### src/design/ubx_frame_deframer_core_macros.svh
// assertion helpers for the deframer
`ifndef UBX_FRAME_DEFRAMER_CORE_MACROS_SVH
`define UBX_FRAME_DEFRAMER_CORE_MACROS_SVH

`ifndef ASSERT_OFF

// property must hold at every clock edge outside reset
`define UBXFD_ASSERT(lbl, clk, rst_n, prop, msg) \
    lbl: assert property (@(posedge clk) disable iff (!rst_n) (prop)) else $error(msg);

// condition must never be seen outside reset
`define UBXFD_NEVER(lbl, clk, rst_n, cond, msg) \
    lbl: assert property (@(posedge clk) disable iff (!rst_n) !(cond)) else $error(msg);

`else

`define UBXFD_ASSERT(lbl, clk, rst_n, prop, msg)
`define UBXFD_NEVER(lbl, clk, rst_n, cond, msg)

`endif

`endif

### src/design/ubxfd_pkg.sv
`timescale 1ns / 1ps

package ubxfd_pkg;

    // frame constants
    localparam logic [7:0] SYNC_FIRST  = 8'hB5;
    localparam logic [7:0] SYNC_SECOND = 8'h62;
    localparam logic [7:0] ACK_CLASS   = 8'h05;
    localparam logic [7:0] ACK_ACK_ID  = 8'h01;
    localparam logic [7:0] ACK_NAK_ID  = 8'h00;

    // result kinds
    localparam logic KIND_PAYLOAD = 1'b0;
    localparam logic KIND_STATUS  = 1'b1;

    // ack codes
    localparam logic [1:0] ACK_NONE = 2'd0;
    localparam logic [1:0] ACK_ACK  = 2'd1;
    localparam logic [1:0] ACK_NAK  = 2'd2;

    typedef struct packed {
        logic        item_kind;
        logic [7:0]  data_byte;
        logic [7:0]  message_class;
        logic [7:0]  message_id;
        logic [15:0] frame_length;
        logic        checksum_good;
        logic [1:0]  ack_kind;
        logic        frame_end;
    } t_result;

endpackage

### src/design/ubxfd_if.sv
`timescale 1ns / 1ps

// received byte channel
interface ubxfd_byte_if;
    logic       valid;
    logic       ready;
    logic [7:0] rx_byte;

    modport source (output valid, output rx_byte, input ready);
    modport sink (input valid, input rx_byte, output ready);
endinterface

// result channel
interface ubxfd_res_if;
    logic        valid;
    logic        ready;
    logic        item_kind;
    logic [7:0]  data_byte;
    logic [7:0]  message_class;
    logic [7:0]  message_id;
    logic [15:0] frame_length;
    logic        checksum_good;
    logic [1:0]  ack_kind;
    logic        frame_end;

    modport source (
        output valid, output item_kind, output data_byte, output message_class,
        output message_id, output frame_length, output checksum_good,
        output ack_kind, output frame_end, input ready
    );
    modport sink (
        input valid, input item_kind, input data_byte, input message_class,
        input message_id, input frame_length, input checksum_good,
        input ack_kind, input frame_end, output ready
    );
endinterface

### src/design/ubxfd_parser.sv
`timescale 1ns / 1ps

module ubxfd_parser import ubxfd_pkg::*; (
    input  logic       i_clk,
    input  logic       i_rst_n,
    input  logic       i_take,
    input  logic [7:0] i_rx_byte,
    output logic       o_res_valid,
    output t_result    o_res
);

    localparam logic [3:0] PH_HUNT1   = 4'd0;
    localparam logic [3:0] PH_HUNT2   = 4'd1;
    localparam logic [3:0] PH_CLASS   = 4'd2;
    localparam logic [3:0] PH_ID      = 4'd3;
    localparam logic [3:0] PH_LENLO   = 4'd4;
    localparam logic [3:0] PH_LENHI   = 4'd5;
    localparam logic [3:0] PH_PAYLOAD = 4'd6;
    localparam logic [3:0] PH_CKA     = 4'd7;
    localparam logic [3:0] PH_CKB     = 4'd8;

    logic [3:0]  r_phase, n_phase;
    logic [7:0]  r_class, n_class;
    logic [7:0]  r_id, n_id;
    logic [15:0] r_len, n_len;
    logic [15:0] r_seen, n_seen;
    logic [7:0]  r_sum_a, n_sum_a;
    logic [7:0]  r_sum_b, n_sum_b;
    logic [7:0]  r_ck_a, n_ck_a;

    logic [7:0]  acc_a;
    logic [7:0]  acc_b;
    logic [15:0] full_len;
    logic [15:0] seen_inc;

    // running fletcher sums with the current byte folded in
    assign acc_a    = r_sum_a + i_rx_byte;
    assign acc_b    = r_sum_b + acc_a;
    assign full_len = {i_rx_byte, r_len[7:0]};
    assign seen_inc = r_seen + 16'd1;

    // next state and result for the byte on the input
    always_comb begin
        n_phase = r_phase;
        n_class = r_class;
        n_id    = r_id;
        n_len   = r_len;
        n_seen  = r_seen;
        n_sum_a = r_sum_a;
        n_sum_b = r_sum_b;
        n_ck_a  = r_ck_a;

        o_res_valid         = 1'b0;
        o_res.item_kind     = KIND_PAYLOAD;
        o_res.data_byte     = 8'h00;
        o_res.message_class = r_class;
        o_res.message_id    = r_id;
        o_res.frame_length  = r_len;
        o_res.checksum_good = 1'b0;
        o_res.ack_kind      = ACK_NONE;
        o_res.frame_end     = 1'b0;

        case (r_phase)
            PH_HUNT2: begin
                if (i_rx_byte == SYNC_SECOND) begin
                    n_phase = PH_CLASS;
                end else if (i_rx_byte != SYNC_FIRST) begin
                    n_phase = PH_HUNT1;
                end
            end
            PH_CLASS: begin
                // sums restart at the class byte
                n_class = i_rx_byte;
                n_sum_a = i_rx_byte;
                n_sum_b = i_rx_byte;
                n_phase = PH_ID;
            end
            PH_ID: begin
                n_id    = i_rx_byte;
                n_sum_a = acc_a;
                n_sum_b = acc_b;
                n_phase = PH_LENLO;
            end
            PH_LENLO: begin
                n_len   = {8'h00, i_rx_byte};
                n_sum_a = acc_a;
                n_sum_b = acc_b;
                n_phase = PH_LENHI;
            end
            PH_LENHI: begin
                n_len   = full_len;
                n_sum_a = acc_a;
                n_sum_b = acc_b;
                n_seen  = 16'd0;
                n_phase = (full_len == 16'd0) ? PH_CKA : PH_PAYLOAD;
            end
            PH_PAYLOAD: begin
                n_sum_a         = acc_a;
                n_sum_b         = acc_b;
                n_seen          = seen_inc;
                o_res_valid     = 1'b1;
                o_res.data_byte = i_rx_byte;
                if (seen_inc >= r_len) begin
                    n_phase = PH_CKA;
                end
            end
            PH_CKA: begin
                n_ck_a  = i_rx_byte;
                n_phase = PH_CKB;
            end
            PH_CKB: begin
                o_res_valid         = 1'b1;
                o_res.item_kind     = KIND_STATUS;
                o_res.frame_end     = 1'b1;
                o_res.checksum_good = (r_sum_a == r_ck_a) && (r_sum_b == i_rx_byte);
                if (r_class == ACK_CLASS) begin
                    if (r_id == ACK_ACK_ID) begin
                        o_res.ack_kind = ACK_ACK;
                    end else if (r_id == ACK_NAK_ID) begin
                        o_res.ack_kind = ACK_NAK;
                    end
                end
                n_phase = PH_HUNT1;
            end
            default: begin
                // hunt for the first sync byte
                n_phase = (i_rx_byte == SYNC_FIRST) ? PH_HUNT2 : PH_HUNT1;
            end
        endcase
    end

    // parser state
    always_ff @(posedge i_clk) begin
        if (!i_rst_n) begin
            r_phase <= PH_HUNT1;
            r_class <= 8'h00;
            r_id    <= 8'h00;
            r_len   <= 16'd0;
            r_seen  <= 16'd0;
            r_sum_a <= 8'h00;
            r_sum_b <= 8'h00;
            r_ck_a  <= 8'h00;
        end else if (i_take) begin
            r_phase <= n_phase;
            r_class <= n_class;
            r_id    <= n_id;
            r_len   <= n_len;
            r_seen  <= n_seen;
            r_sum_a <= n_sum_a;
            r_sum_b <= n_sum_b;
            r_ck_a  <= n_ck_a;
        end
    end

endmodule

### src/design/ubx_frame_deframer_core.sv
// ubx frame deframer
// i_rx carries the received serial stream, one byte per item. the block hunts
// for the sync pair, reads class, id and the 16-bit little-endian length, and
// forwards every payload byte as a payload item on o_res. after the two
// checksum bytes it sends one status item with class, id, length, the
// fletcher-8 check result and the ack kind; header, sync and checksum bytes
// give no item.
// output: a result is registered and is on o_res in the cycle after its byte is taken.
// throughput: one byte per cycle unless o_res stalls, set by the single result
// register that sits behind the byte-wide parser state and running sums.
// reset: synchronous, active low; the parser returns to the sync hunt and the
// result register empties.
// stall: while o_res holds an item and o_res.ready is low, i_rx.ready is low;
// the byte that frees the result register may arrive in the same cycle the
// waiting item is taken.
`timescale 1ns / 1ps
`include "ubx_frame_deframer_core_macros.svh"

module ubx_frame_deframer_core import ubxfd_pkg::*; (
    input  logic          i_clk,
    input  logic          i_rst_n,
    ubxfd_byte_if.sink    i_rx,
    ubxfd_res_if.source   o_res
);

    logic    take;
    logic    res_valid;
    t_result res;
    logic    r_out_valid, n_out_valid;
    t_result r_res;

    // accept when the result register is empty or being drained
    assign i_rx.ready = !r_out_valid || o_res.ready;
    assign take       = i_rx.valid && i_rx.ready;

    ubxfd_parser u_parser (
        .i_clk       (i_clk),
        .i_rst_n     (i_rst_n),
        .i_take      (take),
        .i_rx_byte   (i_rx.rx_byte),
        .o_res_valid (res_valid),
        .o_res       (res)
    );

    // result register occupancy
    always_comb begin
        if (take && res_valid) begin
            n_out_valid = 1'b1;
        end else if (o_res.ready) begin
            n_out_valid = 1'b0;
        end else begin
            n_out_valid = r_out_valid;
        end
    end

    always_ff @(posedge i_clk) begin
        if (!i_rst_n) begin
            r_out_valid <= 1'b0;
        end else begin
            r_out_valid <= n_out_valid;
        end
    end

    // result payload
    always_ff @(posedge i_clk) begin
        if (take && res_valid) begin
            r_res <= res;
        end
    end

    assign o_res.valid         = r_out_valid;
    assign o_res.item_kind     = r_res.item_kind;
    assign o_res.data_byte     = r_res.data_byte;
    assign o_res.message_class = r_res.message_class;
    assign o_res.message_id    = r_res.message_id;
    assign o_res.frame_length  = r_res.frame_length;
    assign o_res.checksum_good = r_res.checksum_good;
    assign o_res.ack_kind      = r_res.ack_kind;
    assign o_res.frame_end     = r_res.frame_end;

    // checks
    `UBXFD_ASSERT(a_load_from_take, i_clk, i_rst_n,
        $rose(r_out_valid) |-> $past(take), "result appeared without a taken byte")
    `UBXFD_ASSERT(a_status_shape, i_clk, i_rst_n,
        (r_out_valid && r_res.item_kind == KIND_STATUS) |->
            (r_res.frame_end && r_res.data_byte == 8'h00), "malformed status item")
    `UBXFD_ASSERT(a_payload_shape, i_clk, i_rst_n,
        (r_out_valid && r_res.item_kind == KIND_PAYLOAD) |->
            (!r_res.frame_end && !r_res.checksum_good && r_res.ack_kind == ACK_NONE),
        "malformed payload item")

endmodule

### src/flat_wrapper.sv
// flat-port wrapper written by rule: the top's interface ports become plain ports
module ubx_frame_deframer_core_flat import ubxfd_pkg::*;
  (i_clk, i_rst_n, i_rx_valid, i_rx_rx_byte, i_rx_ready, o_res_valid, o_res_item_kind, o_res_data_byte, o_res_message_class, o_res_message_id, o_res_frame_length, o_res_checksum_good, o_res_ack_kind, o_res_frame_end, o_res_ready);
  ubxfd_byte_if i_rx_i ();
  ubxfd_res_if o_res_i ();
  input  logic i_clk;
  input  logic i_rst_n;
  input wire logic [$bits(i_rx_i.valid)-1:0] i_rx_valid;
  input wire logic [$bits(i_rx_i.rx_byte)-1:0] i_rx_rx_byte;
  output wire logic [$bits(i_rx_i.ready)-1:0] i_rx_ready;
  output wire logic [$bits(o_res_i.valid)-1:0] o_res_valid;
  output wire logic [$bits(o_res_i.item_kind)-1:0] o_res_item_kind;
  output wire logic [$bits(o_res_i.data_byte)-1:0] o_res_data_byte;
  output wire logic [$bits(o_res_i.message_class)-1:0] o_res_message_class;
  output wire logic [$bits(o_res_i.message_id)-1:0] o_res_message_id;
  output wire logic [$bits(o_res_i.frame_length)-1:0] o_res_frame_length;
  output wire logic [$bits(o_res_i.checksum_good)-1:0] o_res_checksum_good;
  output wire logic [$bits(o_res_i.ack_kind)-1:0] o_res_ack_kind;
  output wire logic [$bits(o_res_i.frame_end)-1:0] o_res_frame_end;
  input wire logic [$bits(o_res_i.ready)-1:0] o_res_ready;
  assign i_rx_i.valid = i_rx_valid;
  assign i_rx_i.rx_byte = i_rx_rx_byte;
  assign i_rx_ready = i_rx_i.ready;
  assign o_res_valid = o_res_i.valid;
  assign o_res_item_kind = o_res_i.item_kind;
  assign o_res_data_byte = o_res_i.data_byte;
  assign o_res_message_class = o_res_i.message_class;
  assign o_res_message_id = o_res_i.message_id;
  assign o_res_frame_length = o_res_i.frame_length;
  assign o_res_checksum_good = o_res_i.checksum_good;
  assign o_res_ack_kind = o_res_i.ack_kind;
  assign o_res_frame_end = o_res_i.frame_end;
  assign o_res_i.ready = o_res_ready;
  ubx_frame_deframer_core u_core (.i_clk(i_clk), .i_rst_n(i_rst_n), .i_rx(i_rx_i), .o_res(o_res_i));
endmodule
### config.mk
export PLATFORM = sky130hd
export DESIGN_NAME = ubx_frame_deframer_core_flat
export DESIGN_NICKNAME = d
export VERILOG_FILES = /design/src/design/ubxfd_pkg.sv /design/src/design/ubxfd_if.sv /design/src/design/ubxfd_parser.sv /design/src/design/ubx_frame_deframer_core.sv /design/src/flat_wrapper.sv
export VERILOG_INCLUDE_DIRS = /design/src /design/src/design
export SDC_FILE = /design/constraint.sdc
export NUM_CORES = 1
export LEC_CHECK = 0
export BUFFER_PORTS_ARGS = -buffer_cell sky130_fd_sc_hd__clkbuf_2
export CORE_MARGIN = 4
export CORE_UTILIZATION = 30
export CTS_CLUSTER_SIZE = 16
export DETAILED_ROUTE_END_ITERATION = 10
export PLACE_DENSITY_LB_ADDON = 0.15
export SYNTH_ARGS = -nofsm -noshare
export SYNTH_HDL_FRONTEND = slang
export SYNTH_HIERARCHICAL = 1
export SYNTH_SLANG_ARGS = --single-unit
export TNS_END_PERCENT = 100
### constraint.sdc
create_clock -name i_clk -period 3.7 [get_ports i_clk]
set_clock_uncertainty 0.05 [all_clocks]
set_input_delay 0.37 -clock i_clk [delete_from_list [all_inputs] [get_ports i_clk]]
set_output_delay 0.37 -clock i_clk [all_outputs]
set_load 0.02 [all_outputs]
# After elaboration in Yosys (flattened, before gate mapping)
# Cells that the tools add are included.
# totals
ff_bits	122
in_bits	12
out_inout_bits	47
word_cells	83
# op_classes
addsub	3
magnitude_cmp	1
eq_ne	17
muxes	17
n_bitwise	3
reduce_logical	23
# ops
op	n
$pmux 16 s2	2
$pmux 4 s8	1
$pmux 8 s2	2
$add 16x1->16 const B	1
$add 8x8->8	2
$eq 4x3->1 const B	4
$eq 8x8->1	2
$ge 16x16->1	1
$logic_not 16->1	1
$reduce_and 2->1	7
$mux 4	3
$eq 4x2->1 const B	2
$eq 8x1->1 const B	1
$eq 8x3->1 const B	1
$eq 8x7->1 const B	1
$eq 8x8->1 const B	1
$logic_not 8->1	1
$ne 8x8->1 const B	1
$reduce_bool 2->1	4
$mux 1	7
$reduce_and 3->1	2
$eq 4x1->1 const B	1
$eq 4x4->1 const B	1
$mux 2	2
other kinds (9)	13

# Logic depth before layout (Yosys ltp)
# Gate-level depths: netlist of run 1.
# logic_depth
word_depth	5
ltp_mapped	16

# Hierarchy
# Netlist of run 1, hierarchy kept.
# by_module_without_submodules
module	n_inst	cells_each	area_each_um2	seq_area_each_um2
ubxfd_parser	1	569	4880.9	1521.5
ubx_frame_deframer_core	1	51	1422.6	1371.3

# Worst setup path before layout of run 1
# OpenSTA, ideal clock, no wires.
# synth_path
path_type	register to register
start	register, netlist name u_core/u_parser/r_seen[0]
end	register u_core.u_parser.r_ck_a[7]
arrival_time_ns	2.774
setup_slack_ns	0.760
stages_incl_launch_ff	15
path_buffers	1
synth_period_minus_slack_ns	2.940
cell_sequence	dfxtp_1 -> ha_1 -> and3_1 -> and3_1 -> nand3_1 -> xnor2_1 -> ha_1 -> a21oi_1 -> nor2b_1 -> nor3b_4 -> a221oi_2 -> nor3b_2 -> buf_4 -> mux2i_1 -> nor2b_1
# synth_lines
element	line	source
end signal, assigned	ubxfd_parser.sv:151	r_ck_a <= n_ck_a;
end, declared	ubxfd_parser.sv:29	logic [7:0] r_ck_a, n_ck_a;

==> results of run 1 <==
-- critical path: cells and delay by family, from the launching register on --
| family | cells | cell delay [ns] |
|---|---|---|
| AOI/OAI and AO/OA | 2 | 0.33 |
| adders and majority gates | 2 | 0.60 |
| buffers and inverters | 1 | 0.22 |
| muxes | 1 | 0.21 |
| xor gates and xnor gates | 1 | 0.16 |
| and+or+nand+nor | 7 | 1.19 |
| DFF | 1 | 0.43 |
-- cell usage after synthesis, types with 18 or more instances --
library cell  count
a21boi_0         18
a21oi_1          34
clkbuf_1         18
dfxtp_1          77
edfxtp_1         45
ha_1             31
inv_1            28
mux2i_1          25
nand2_1          38
nand3_1          23
nor2_1           23
nor2b_1          40
o21ai_0          31
xnor2_1          30
-- how the worst max path moves through the flow --
stage / end / slack [ns] / start / cells past startpoint
after floorplan: u_core/u_parser/r_ck_a[7] / 0.76 / u_core/u_parser/r_seen[0] / 14
after global placement: u_core/u_parser/r_ck_a[7] / 0.49 / u_core/u_parser/r_seen[0] / 14
after detailed placement: u_core/u_parser/r_ck_a[1] / 0.40 / u_core/u_parser/r_seen[0] / 14
after CTS: u_core/u_parser/r_ck_a[1] / 0.38 / u_core/u_parser/r_seen[0] / 14
after global routing: u_core/u_parser/r_ck_a[6] / 0.09 / u_core/u_parser/r_seen[0] / 14
final: u_core/u_parser/r_ck_a[1] / 0.41 / u_core/u_parser/r_seen[0] / 14
-- metal layers --
| metal | vias up | share of wire, % | wire length [um] |
|---|---|---|---|
| met1 | 2264 | 49 | 7620 |
| met4 | 0 | 1.2 | 191 |
| met3 | 12 | 4.5 | 703 |
| li1 | 2315 | - | - |
| met2 | 96 | 46 | 7150 |
| met5 | - | 0 | 0 |
-- stage by stage --
stage          cells  power (mW)  hold slack (ns)  utilization [%]
2_1_floorplan    620        1.47            0.371                -
3_3_place_gp     927        1.51            0.388             33.5
3_5_place_dp     927        1.51            0.395             33.5
4_1_cts          959        3.17            0.199             36.4
5_1_grt          959        3.25            0.218             36.4
6_report         959        3.13            0.210             36.4
-- power by group through the flow --
stage	Clock (mW)	Combinational [mW]	Sequential [mW]
floorplan	0	0.0644	1.41
global placement	0	0.0976	1.41
detailed placement	0	0.0991	1.41
CTS	1.69	0.0995	1.38
global route	1.77	0.107	1.38
finish	1.65	0.0987	1.38
-- layout make-up --
cell class | instances | area, um2
fillers | 2063 | 13000
multi-input cells | 433 | 3100
flip-flops and latches | 122 | 2890
clock buffers | 17 | 425
repair buffers | 74 | 410
well taps | 270 | 338
clock inverters | 15 | 164
inverters | 28 | 105
-- cells by family after synthesis --
| group | count (synthesis) | share of synthesized area (%) |
|---|---|---|
| simple gates | 201 | 19.0 |
| compound gates | 128 | 13.0 |
| flops | 122 | 45.9 |
| buf+inv | 65 | 4.98 |
| xor+xnor | 45 | 6.25 |
| fa+ha+maj | 34 | 6.97 |
| mux | 25 | 3.97 |
==> run metrics, run 1 <==
area growth from synthesis to final layout=17.9%; number of violations of the max-capacitance limit=0; met2 track utilization from global routing=21.4%; P_leak=2.75 nW; most common cell after layout, fill and taps aside=dfxtp_1; Final Routed Wirelength=15.7 mm; launch point of the worst reg-to-reg path=u_core/u_parser/r_seen[0]; clock group share of total power=52.7%; Cells on Worst Hold Path=3; starting density of the core=30.9%; Post-CTS Repair Setup Buffers=0; main flop type after synthesis=dfxtp_1; RSZ-0062 raised after global routing=false; post-layout instance area=7430 um2; post-place setup slack=0.398 ns; via count of the first global-routing pass=4705; most frequent cells in the layout=77 x dfxtp_1, 58 x clkbuf_2, 45 x edfxtp_1, 40 x nor2b_1, 38 x nand2_1; worst slew margin relative to its limit=40.8%; sequential power share=44.1%; synthesized netlist net count=665; clock insertion delay at the later pin of the skew report=0.41 ns; maximum operating frequency=304 MHz; crit-path cells=ha_1, and3_1, and3_1, nand3_1, xnor2_1, ha_1, a21oi_1, nor2b_1, nor3b_4, a221oi_2, nor3b_2, buf_4, mux2i_1, nor2b_1; synthesized flop and latch total=122; Worst Hold Path EP=u_core/o_res.valid; initial antenna violation count=0; post-route antenna net violation count=0; CTS-repair resized insts=0; global placement routability congestion=0.790; R2R setup slack=0.41 ns; post-synthesis instance area=6300 um2; placed inst area=6840 um2; violation count after the first detailed-routing iteration=275; CP Max Fanout=9; largest area contributor in the synthesized netlist=dfxtp_1; critical path's largest stage delay=0.43 ns; Slew @ Worst Pin=0.888 ns; status=finished, final reports clean; width of the die=153 um; quantity of hold-fixing buffers added after cts=0; overall fraction of global-route tracks in use=13.5%; Pint=2.42 mW; Floorplan Core Area=20400 um2; TritonCTS clock tree=built; floorplan die area=23400 um2; number of cells on the worst reg-to-reg path=14; htree depth=4; data required time of the worst path=3.95 ns; ratio of cells with drive above 1 in the final layout=19.3%; share of the cycle needed by the critical path after routing=89.0%; number of antenna diodes=0; number of distinct library cells after synthesis=71; final worst slack=0.407 ns; count of mapped cells out of synthesis=620; Worst setup EP type=register; routed wirelength normalized by instance count=16.3 um; Total Negative Setup Slacks=0 ns; root buffer selected by CTS=clkbuf_16; half-perimeter wire length after placement=10.7 mm; average via count per standard cell=4.89; Final Max Slew Viols=0; global-route met3 utilization=3.48%; time the final worst path needs with I/O delays and setup=3.29 ns; number of flops mapped to enable cells by yosys=45; remaining global-route overflow=0; y dimension of the die=153 um; Worst setup SP type=register; number of clock buffers inserted by TritonCTS=17; routed via count=4687; final hold violations=0; reported net switching power=0.710 mW; origin of the worst min-delay path=o_res_ready; number of design rule violations left after detail routing=0; clk slew on worst S/H paths=0.06 ns; standard-cell rows=52; number of search-and-repair iterations in the first detailed-routing pass=4; warnings from Yosys=6; cell with the biggest individual delay on the critical path=dfxtp_1; worst-case clock buffer depth=2; top post-synthesis cells by area=dfxtp_1 24%, edfxtp_1 21%, ha_1 6.2%; number of nets in the finished design=721; first-pass GRT wire length=25.3 mm; share of flip-flops with an asynchronous set or reset=0%; worst supply voltage drop on vdd=0.000273 V; endpoint of the most critical register-to-register path=u_core/u_parser/r_ck_a[1]; fraction of power consumed by combinational cells=3.2%; pin count of the biggest net entering global routing=46; Switching Fraction=22.7%; number of I/O pins=59; Mapped Avg Cell Area=10.2 um2; port buffer count=58; busiest layer in global routing=met2; worst min path class=input pin to register; sequential element share of the synthesized area=45.9%; fraction of synthesized cell area taken by the top area cell type=24.5%; data arrival time at the worst-slack endpoint=3.54 ns; WS Path Type=register to register; number of sinks on the clock net=122; final setup violating endpoints=0; met1 Track Usage GR=18.0%; power density of the placed cells=421 nW/um2
(Power assumes the default switching activity.)
==> run 2, diff against run 1 <==
--- a/config.mk
+++ b/config.mk
@@ -8,2 +8,3 @@
 export LEC_CHECK = 0
+export ABC_AREA = 1
 export BUFFER_PORTS_ARGS = -buffer_cell sky130_fd_sc_hd__clkbuf_2
--- a/constraint.sdc
+++ b/constraint.sdc
@@ -4,2 +4,2 @@
 set_output_delay 0.37 -clock i_clk [all_outputs]
-set_load 0.02 [all_outputs]
+set_load 0.1 [all_outputs]
==> run metrics, run 2 <==
status=finished, final reports clean (unchanged); number of search-and-repair iterations in the first detailed-routing pass=4 (unchanged); overall fraction of global-route tracks in use=15.0% (was 13.5%); Total Negative Setup Slacks=0 ns (unchanged); number of flops mapped to enable cells by yosys=45 (unchanged); most common cell in the netlist=nand2_1 (was dfxtp_1); Final Max Slew Viols=0 (unchanged); synthesized netlist net count=776 (was 665); Final Routed Wirelength=16.4 mm (was 15.7 mm); CP Max Fanout=4 (was 9); maximum operating frequency=330 MHz (was 304 MHz); most frequent cells in the layout=150 x nand2_1, 86 x a21oi_1, 82 x inv_1, 77 x dfxtp_1, 58 x clkbuf_2 (was 77 x dfxtp_1, 58 x clkbuf_2, 45 x edfxtp_1, 40 x nor2b_1, 38 x nand2_1); Fill cells=2056 (was 2063); starting density of the core=30.9% (about the same); sequential element share of the synthesized area=47.5% (was 45.9%); number of placed instances with taps included=1033 (was 927); data required time of the worst path=4.00 ns (was 3.95 ns); Worst setup EP type=register (unchanged); quantity of hold-fixing buffers added after cts=0 (unchanged); fraction of synthesized cell area taken by the top area cell type=25.3% (was 24.5%); global placement routability congestion=0.828 (was 0.790); worst min path class=input pin to register (unchanged); Post-CTS Repair Setup Buffers=0 (unchanged); power density of the placed cells=497 nW/um2 (was 421 nW/um2); number of violations of the max-capacitance limit=0 (unchanged); number of sinks on the clock net=122 (unchanged); count of mapped cells out of synthesis=731 (was 620); Mapped Avg Cell Area=8.34 um2 (was 10.2 um2); Worst setup SP type=register (unchanged); number of distinct library cells after synthesis=42 (was 71); remaining global-route overflow=0 (unchanged); Floorplan Core Area=19700 um2 (was 20400 um2); Slew @ Worst Pin=0.589 ns (was 0.888 ns); final setup violating endpoints=0 (unchanged); data arrival time at the worst-slack endpoint=3.33 ns (was 3.54 ns); initial antenna violation count=0 (unchanged); top post-synthesis cells by area=dfxtp_1 25%, edfxtp_1 22%, nand2_1 9.2% (was dfxtp_1 24%, edfxtp_1 21%, ha_1 6.2%); clk slew on worst S/H paths=0.06 ns (about the same); routed via count=5148 (was 4687); share of flip-flops with an asynchronous set or reset=0% (unchanged); routed wirelength normalized by instance count=15.4 um (was 16.3 um); RSZ-0062 raised after global routing=false (unchanged); final hold violations=0 (unchanged); post-route antenna net violation count=0 (unchanged); via count of the first global-routing pass=5143 (was 4705); CTS-repair resized insts=0 (unchanged); synthesized flop and latch total=122 (unchanged); count of non-filler cells in the finished layout=1065 (was 959); worst slew margin relative to its limit=60.6% (was 40.8%); standard-cell rows=51 (was 52); port buffer count=58 (unchanged); number of antenna diodes=0 (unchanged); htree depth=4 (unchanged); main flop type after synthesis=dfxtp_1 (unchanged); post-synthesis instance area=6100 um2 (was 6300 um2); pin count of the biggest net entering global routing=39 (was 46); TritonCTS clock tree=built (unchanged); number of nets in the finished design=832 (was 721); most common cell after layout, fill and taps aside=nand2_1 (was dfxtp_1); violation count after the first detailed-routing iteration=335 (was 275); area growth from synthesis to final layout=18.5% (was 17.9%); time the final worst path needs with I/O delays and setup=3.03 ns (was 3.29 ns); share of the cycle needed by the critical path after routing=81.9% (was 89.0%); average via count per standard cell=4.83 (was 4.89); width of the die=151 um (was 153 um); warnings from Yosys=6 (unchanged); ratio of cells with drive above 1 in the final layout=16.9% (was 19.3%); WS Path Type=register to register (unchanged); clock insertion delay at the later pin of the skew report=0.41 ns (about the same); worst-case clock buffer depth=2 (unchanged); number of design rule violations left after detail routing=0 (unchanged); top cells by count, synth=150 x nand2_1, 86 x a21oi_1, 82 x inv_1 (was 77 x dfxtp_1, 45 x edfxtp_1, 40 x nor2b_1); number of clock buffers inserted by TritonCTS=17 (unchanged); y dimension of the die=151 um (was 153 um); half-perimeter wire length after placement=11.7 mm (was 10.7 mm); root buffer selected by CTS=clkbuf_16 (unchanged); number of I/O pins=59 (unchanged); worst supply voltage drop on vdd=0.000326 V (was 0.000273 V); first-pass GRT wire length=26.3 mm (was 25.3 mm); floorplan die area=22700 um2 (was 23400 um2); largest area contributor in the synthesized netlist=dfxtp_1 (unchanged); end-of-flow core utilization=36.6% (was 36.4%); P_leak=2.96 nW (was 2.75 nW)
[run 2: worst max-delay path, stage by stage, from the launching register on]
cell and delay (ns):
dfxtp_1 0.36, ha_1 0.19, inv_1 0.06, fa_1 0.42, nand3b_1 0.18, nand2_1 0.08
nand2_1 0.07, nand2_1 0.06, a21oi_1 0.06, or2_2 0.28, and2_1 0.14, ha_1 0.31
a21oi_1 0.15, nand2_1 0.07, a21oi_1 0.16, inv_1 0.06, nand2_1 0.06, nand3_1 0.07
a21oi_1 0.13
[run 2: path summary, 6_finish.rpt]
| kind | startpoint | to | slack, ns | cells past startpoint |
|---|---|---|---|---|
| worst min register to register | u_core/u_parser/r_id[6] | u_core/o_res.message_id[6] | 0.38 | 0 |
| worst max-delay path | u_core/u_parser/r_sum_a[0] | u_core/u_parser/r_sum_b[7] | 0.67 | 18 |
| worst min-delay path | o_res_ready | u_core/o_res.valid | 0.29 | 6 |
| worst max register to register | u_core/u_parser/r_sum_a[0] | u_core/u_parser/r_sum_b[7] | 0.67 | 18 |
[run 2: cell type report]
class	instances	area, um2	share of cell area [%]
clock buffers	18	439	6.08
clock inverters	14	148	2.04
inverters	96	360	4.99
multi-input cells	486	2710	37.6
flip-flops and latches	122	2890	40.1
well taps	265	332	4.59
repair buffers	64	335	4.64
[run 2: kinds of logic (layout without fill, tap and decap cells)]
family	after synthesis	in the layout	synth area share, %
AO/OA/AOI/OAI	157	157	14.2
XOR/XNOR	20	20	2.87
adder cells (fa/ha/maj)	33	33	7.02
buffers and inverters	123	192	8.13
flip-flops	122	122	47.5
AND/OR/NAND/NOR	276	276	20.3
[run 2: report_power, final]
group	total [mW]	switching, mW	internal (mW)
sequential	1.47	0.0379	1.43
clock	1.64	0.633	1.01
combinational	0.476	0.342	0.134
total	3.59	1.01	2.58
[run 2: per-layer routing]
layer  GRT usage [%]  part of all wire (%)  vias to the layer above
li1                -                     -                     2559
met1            19.6                    47                     2454
met2            24.5                    47                      119
met3            3.19                   4.8                       16
met4            5.17                   1.4                        0
met5               0                     0                        -
[run 2: stage by stage]
step | setup slack, ns | area [um2] | hold WS (ns) | power, mW
2_1_floorplan | 0.120 | 6100 | 0.358 | 1.86
3_3_place_gp | 0.525 | 6630 | 0.372 | 1.97
3_5_place_dp | 0.424 | 6630 | 0.373 | 1.97
4_1_cts | 0.668 | 7220 | 0.269 | 3.62
5_1_grt | 0.385 | 7220 | 0.314 | 3.75
6_report | 0.668 | 7220 | 0.286 | 3.59
